### src/hw/rtl/jjsl_pkg.sv
package jjsl_pkg;

  localparam int JOINTS   = 6;
  localparam int LANES    = 8;
  localparam int SPEED_W  = 28;
  localparam int DIST_W   = 35;

  // joint served by each lane; even lanes look toward the maximum, odd toward the minimum
  localparam int LANE_JOINT [LANES] = '{0, 0, 1, 1, 2, 2, 4, 4};

  typedef struct packed {
    logic               done;
    logic [SPEED_W-1:0] speed;
  } lane_stat_t;

endpackage

### src/hw/rtl/jjsl_lane.sv
module jjsl_lane (
  input  logic                                clk,
  input  logic                                rst_n,
  input  logic                                start,
  input  logic signed [jjsl_pkg::DIST_W-1:0]  dist_in,
  input  logic [15:0]                         acc,
  input  logic [15:0]                         vel,
  output jjsl_pkg::lane_stat_t                stat
);
  import jjsl_pkg::*;

  typedef enum logic [1:0] {L_IDLE, L_MUL, L_CMP, L_SQRT} lstate_t;

  lstate_t             state_r;
  logic signed [DIST_W-1:0] d_r;
  logic [15:0]         acc_r;
  logic [15:0]         vel_r;
  logic [62:0]         prod_r;
  logic [55:0]         vv_r;
  logic [55:0]         rem_r;
  logic [55:0]         root_r;
  logic [55:0]         bit_r;
  logic                done_r;
  logic [SPEED_W-1:0]  speed_r;

  logic [50:0]         p2;
  logic [27:0]         vsh;
  logic [55:0]         trial;
  logic [55:0]         rem_nxt;
  logic [55:0]         root_nxt;

  always_comb begin
    p2    = {acc_r, 1'b0} * d_r[33:0];
    vsh   = {vel_r, 12'b0};
    trial = root_r + bit_r;
    if (rem_r >= trial) begin
      rem_nxt  = rem_r - trial;
      root_nxt = (root_r >> 1) + bit_r;
    end else begin
      rem_nxt  = rem_r;
      root_nxt = root_r >> 1;
    end
  end

  always_ff @(posedge clk) begin
    if (!rst_n) begin
      state_r <= L_IDLE;
      done_r  <= 1'b0;
    end else begin
      case (state_r)
        L_IDLE: begin
          if (start) begin
            d_r     <= dist_in;
            acc_r   <= acc;
            vel_r   <= vel;
            done_r  <= 1'b0;
            state_r <= L_MUL;
          end
        end
        L_MUL: begin
          if (d_r < 0) begin
            speed_r <= '0;
            done_r  <= 1'b1;
            state_r <= L_IDLE;
          end else begin
            prod_r  <= {p2, 12'b0};
            vv_r    <= vsh * vsh;
            state_r <= L_CMP;
          end
        end
        L_CMP: begin
          if (prod_r > {7'b0, vv_r}) begin
            speed_r <= vsh;
            done_r  <= 1'b1;
            state_r <= L_IDLE;
          end else begin
            rem_r   <= prod_r[55:0];
            root_r  <= '0;
            bit_r   <= 56'h1 << 54;
            state_r <= L_SQRT;
          end
        end
        L_SQRT: begin
          // one result bit per cycle
          rem_r  <= rem_nxt;
          root_r <= root_nxt;
          bit_r  <= bit_r >> 2;
          if (bit_r == 56'h1) begin
            speed_r <= root_nxt[SPEED_W-1:0];
            done_r  <= 1'b1;
            state_r <= L_IDLE;
          end
        end
        default: state_r <= L_IDLE;
      endcase
    end
  end

  assign stat.done  = done_r;
  assign stat.speed = speed_r;

endmodule

### config.mk
export PLATFORM = sky130hd
export DESIGN_NAME = jjsl_lane
export DESIGN_NICKNAME = d
export VERILOG_FILES = /design/src/hw/rtl/jjsl_pkg.sv /design/src/hw/rtl/jjsl_lane.sv
export SDC_FILE = /design/constraint.sdc
export NUM_CORES = 2
export LEC_CHECK = 0
export BUFFER_PORTS_ARGS = -buffer_cell sky130_fd_sc_hd__buf_2
export CORE_MARGIN = 2
export CORE_UTILIZATION = 30
export CTS_CLUSTER_SIZE = 25
export DETAILED_ROUTE_END_ITERATION = 10
export GPL_TIMING_DRIVEN = 0
export HOLD_SLACK_MARGIN = 0.02
export PLACE_DENSITY = 0.48
export SETUP_SLACK_MARGIN = 0.05
export SYNTH_ARGS = -nofsm -noshare
export SYNTH_HDL_FRONTEND = slang
export SYNTH_SLANG_ARGS = --single-unit
### constraint.sdc
create_clock -name clk -period 14.6 [get_ports clk]
set_input_delay 0 -clock clk [delete_from_list [all_inputs] [get_ports clk]]
set_output_delay 0 -clock clk [all_outputs]
set_load 0.02 [all_outputs]
==> results <==
- The path with the worst hold slack has its endpoint at d_r[31]$_DFFE_PP_.
- The count of cell types in the netlist is 81.
- The data required time of the worst path is 14980 ps.
- The final antenna-violating net count is 0.
- The worst path uses 57.67% of the clock period.
- The worst hold slack after final layout is 71.96 ps.
- The critical path data arrival time is 8800 ps.
- For this configuration, the core starts out at a cell density of 30.16%.
- The post-route clock skew is 27.32 ps.
- The total power density per cell area is 203.6 nW/um^2.
- The kind of critical path is reg -> reg.
- The initialized floorplan defines 139 standard-cell rows.
- TritonCTS built the clock tree.
- The worst setup path is captured at a flip-flop.
- Summing over every cut layer, the via total after detailed routing is 32770.
- The mean post-synth cell area is 9.449 um^2.
- The dominant combinational cell family by area after synthesis is adder cells.
- The flow ran to the end, and the final reports show no timing, DRC or antenna violations.
- The launching point of the worst reg2reg path is acc_r[8]$_DFFE_PP_.
- The worst hold path passes through 2 cells.
- The actual transition at the worst max-transition pin is 1226 ps.
- The fraction of post-synthesis cell area in the top cell type by area is 28.44%.
- The number of nets in the finished design is 5879.
- The number of synthesized flops with an enable pin is 316.
- The slack of the worst reg-to-reg path is 6180 ps.
- Setup repair after global routing left no endpoint under its margin.
- The post-CTS setup repair buffer count is 0.
- The clock transition at the registers of the reported paths is 50 ps.
- The number of global-route vias before repair came to 33800.
- The total chip power is 9.919 mW.
- The total count of hold-check failures in the final report came to 0.
- The share of cells above drive strength 1 is 4.750%.
- The startpoint identified for the worst hold timing path is dist_in[31].
- The clock reaches the later pin of the worst-skew pair after 650 ps.
- The area overhead of the layout relative to synthesis is 12.72%.
- The die outline width is 383.6 um.
- The worst setup path is launched from a flip-flop.
- For this run, the leading register cell type out of synthesis is sky130_fd_sc_hd__edfxtp_1.
- Summed over all layers, the global routing overflow is 0.
- Synthesis produced 4574 cells.
- The count of pins over their slew limit is 0.
- Setup total negative slack on the finished layout was measured at 0 ps.
- The post-synthesis compound-gate area fraction is 10.99%.
- The final design area excluding fillers is 48720 um^2.
- The mapped netlist covers 43220 um^2.
- Measured against its own limit, the worst slew margin works out to 18.29%.
- The count of max-cap constraint violations is 0.
- In the routed layout, each cell is associated on average with a via count of 4.842.
- After synthesis, the share of flip-flops with an asynchronous set or reset is 0%.
- In this run the worst path has a maximum fanout of 10.
- The largest net degree at the start of global routing is 70.
- The die boundary height is 383.6 um.
- The analysis attributes to cell leakage a power of 21.93 nW.
- The average wire length per cell after detail routing is 19.42 um.
- The area inside the core boundary is 143300 um^2.
- The first TritonRoute pass finished after 5 iterations.
- The total routed wirelength is 131.5 mm.
- The floorplan step defined a die boundary enclosing 147100 um^2.
- The clock sink count is 319.
- Global routing used 18.02% of the available tracks.
- In the post-route analysis, the smallest setup slack over all paths is 6181 ps.
- The clock tree root driver cell is sky130_fd_sc_hd__clkbuf_16.
- The smallest clock period supported by the final layout is computed as 8419 ps.
- The cell depth of the worst flop-to-flop path is 26.
- In the routed design, unresolved DRC markers number 0.
- In the layout the commonest cells are 794 x sky130_fd_sc_hd__inv_1, 614 x sky130_fd_sc_hd__fa_1, 597 x sky130_fd_sc_hd__nand2_1.
- The HPWL after detailed placement is 106.8 mm.
- The mux contribution to synthesized area is 0.1447%.
- After Yosys synthesis, and, or, nand and nor cells account for 14.93% of the synthesized area.
- The most common cell after layout, fill and taps aside is sky130_fd_sc_hd__inv_1.
- The peak ir drop on the vdd network is 265.2 uV.
- Counting flops and latches in the post-synthesis netlist gives 319.
- The number of input and output port buffers inserted is 98.
- The worst-case setup slack after placement is 6169 ps.
- The xor/xnor share of the synthesized area is 4.418%.
- Sequential cells were found to cover 22.09% of the synthesized design area.
- The number of H-tree levels is 2.
- The cell taking the most area after synthesis is sky130_fd_sc_hd__fa_1.
- Setup violations remaining at the end of the flow were counted as 0.
- The total CTS buffers is 43.
- In this run, the number of DRC markers left after iteration 0 of detailed routing was 2113.
- The initial antenna violation count came to 6.
- In this run the worst hold path is classified as in -> reg.
- The last weighted congestion value of the routability-driven placer is 0.8885.
- The endpoint of the most critical register-to-register path is prod_r[55]$_DFFE_PP_.
- The number of nets handed over by synthesis was 5622.
- The post-synthesis share of cell area spent on full adders, half adders and majority gates is 38.98%.
- Counting along the longest clock path gives a buffer depth of 3.
- The highest achievable clock rate is 118.8 MHz.
- The Yosys warning count is 0.
- After synthesis, the cell types taking the most area are sky130_fd_sc_hd__fa_1 28%, sky130_fd_sc_hd__edfxtp_1 22%, sky130_fd_sc_hd__ha_1 11%, sky130_fd_sc_hd__inv_1 6.9%, sky130_fd_sc_hd__nand2_1 5.2%.
- The first global-routing pass estimated 203.5 mm of wire.
- During I/O placement, the number of pins put on the boundary was 99.
- The placed instances occupy a cell area of 46290 um^2.
## logic make-up after synthesis
logic type | count (synthesis)
simple gates | 1346
fa+ha+maj | 978
buf+inv | 968
compound gates | 739
flops | 319
xor+xnor | 218
mux | 6
## state kept, by name, summed over array words and instances (netlist names)
register and count:
acc_r 16, bit_r 28, d_r 35, done_r 1, prod_r 50, rem_r 56
root_r 56, speed_r 28, state_r 2, vel_r 16, vv_r 31
## worst max path at each step
stage / to / cells after the start / from / slack (ps)
global placement: d_r[10]$_DFFE_PP_ / 3 / state_r[0]$_SDFFE_PN0P_ / 3290
floorplan: prod_r[62]$_DFFE_PP_ / 26 / acc_r[7]$_DFFE_PP_ / 7990
detailed placement: prod_r[55]$_DFFE_PP_ / 26 / acc_r[8]$_DFFE_PP_ / 6170
finish: prod_r[55]$_DFFE_PP_ / 26 / acc_r[8]$_DFFE_PP_ / 6180
CTS: prod_r[55]$_DFFE_PP_ / 26 / acc_r[8]$_DFFE_PP_ / 6140
global route: prod_r[61]$_DFFE_PP_ / 26 / acc_r[8]$_DFFE_PP_ / 5750
## report_power, final
group,total (mW),switching (mW),internal (mW)
Clock,1.09,0.473,0.618
Sequential,1.55,0.0913,1.46
Combinational,7.28,4.30,2.98
## repair_timing
action	CTS	global route
hold buffers	102	0
endpoints found under the hold margin	98	0
gates resized for setup	0	0
## worst max-delay path, cell delays in order, from the launching register on
cell and delay, ps:
sky130_fd_sc_hd__edfxtp_1 320, sky130_fd_sc_hd__clkbuf_1 760, sky130_fd_sc_hd__clkbuf_1 800, sky130_fd_sc_hd__nand2_1 170
sky130_fd_sc_hd__fa_1 550, sky130_fd_sc_hd__inv_1 50, sky130_fd_sc_hd__fa_1 370, sky130_fd_sc_hd__inv_1 80
sky130_fd_sc_hd__fa_1 410, sky130_fd_sc_hd__inv_1 90, sky130_fd_sc_hd__fa_1 410, sky130_fd_sc_hd__fa_1 530
sky130_fd_sc_hd__inv_1 60, sky130_fd_sc_hd__fa_1 470, sky130_fd_sc_hd__inv_1 40, sky130_fd_sc_hd__ha_1 250
sky130_fd_sc_hd__clkbuf_1 210, sky130_fd_sc_hd__a21o_1 220, sky130_fd_sc_hd__a21o_1 190, sky130_fd_sc_hd__nor3_1 160
sky130_fd_sc_hd__o21ai_0 240, sky130_fd_sc_hd__a21oi_1 290, sky130_fd_sc_hd__o21ai_1 200, sky130_fd_sc_hd__a211oi_1 670
sky130_fd_sc_hd__o21ai_1 250, sky130_fd_sc_hd__a31oi_1 240, sky130_fd_sc_hd__xnor2_1 90
## layout make-up
class                           count  area (um^2)
Antenna cell                        2        5.005
Buffer                            174        669.4
Clock buffer                       50         1102
Clock inverter                     27        301.5
Fill cell                       14940        94590
Inverter                          794         2980
Multi-Input combinational cell   3287        30050
Sequential cell                   319         9549
Tap cell                         1903         2381
Timing Repair Buffer              212         1677
## per-stage QoR
stage / utilization, % / std cells
floorplan: - / 4574
finish: 34.00 / 6768
detailed placement: 32.30 / 6587
global route: 33.99 / 6766
CTS: 33.99 / 6766
global placement: 32.16 / 6575
## synth_stat cells, types with 11 or more instances
library cell,number
sky130_fd_sc_hd__or3_1,22
sky130_fd_sc_hd__xor2_1,93
sky130_fd_sc_hd__nor2_1,177
sky130_fd_sc_hd__o21ai_0,147
sky130_fd_sc_hd__o21a_1,26
sky130_fd_sc_hd__a31o_2,19
sky130_fd_sc_hd__nand4_1,36
sky130_fd_sc_hd__and3_1,55
sky130_fd_sc_hd__a211oi_1,37
sky130_fd_sc_hd__nor2b_1,32
sky130_fd_sc_hd__o21ai_1,19
sky130_fd_sc_hd__o21bai_1,36
sky130_fd_sc_hd__a21o_1,99
sky130_fd_sc_hd__ha_1,364
sky130_fd_sc_hd__nor3_1,26
sky130_fd_sc_hd__nand3_1,46
sky130_fd_sc_hd__o211ai_1,11
sky130_fd_sc_hd__and2_1,288
sky130_fd_sc_hd__clkbuf_1,160
sky130_fd_sc_hd__nand2_1,597
sky130_fd_sc_hd__a31oi_1,51
sky130_fd_sc_hd__a21oi_1,201
sky130_fd_sc_hd__nor4_1,15
sky130_fd_sc_hd__edfxtp_1,316
sky130_fd_sc_hd__xnor2_1,125
sky130_fd_sc_hd__fa_1,614
sky130_fd_sc_hd__inv_1,794
sky130_fd_sc_hd__nand2b_1,19
## layer usage
layer	part of all wire (%)	GRT usage, %
met5	0	0
met1	47	25.54
met2	46	29.11
met4	2.4	4.611
met3	4.8	2.151
No activity file was read; power rests on OpenSTA's default activity.
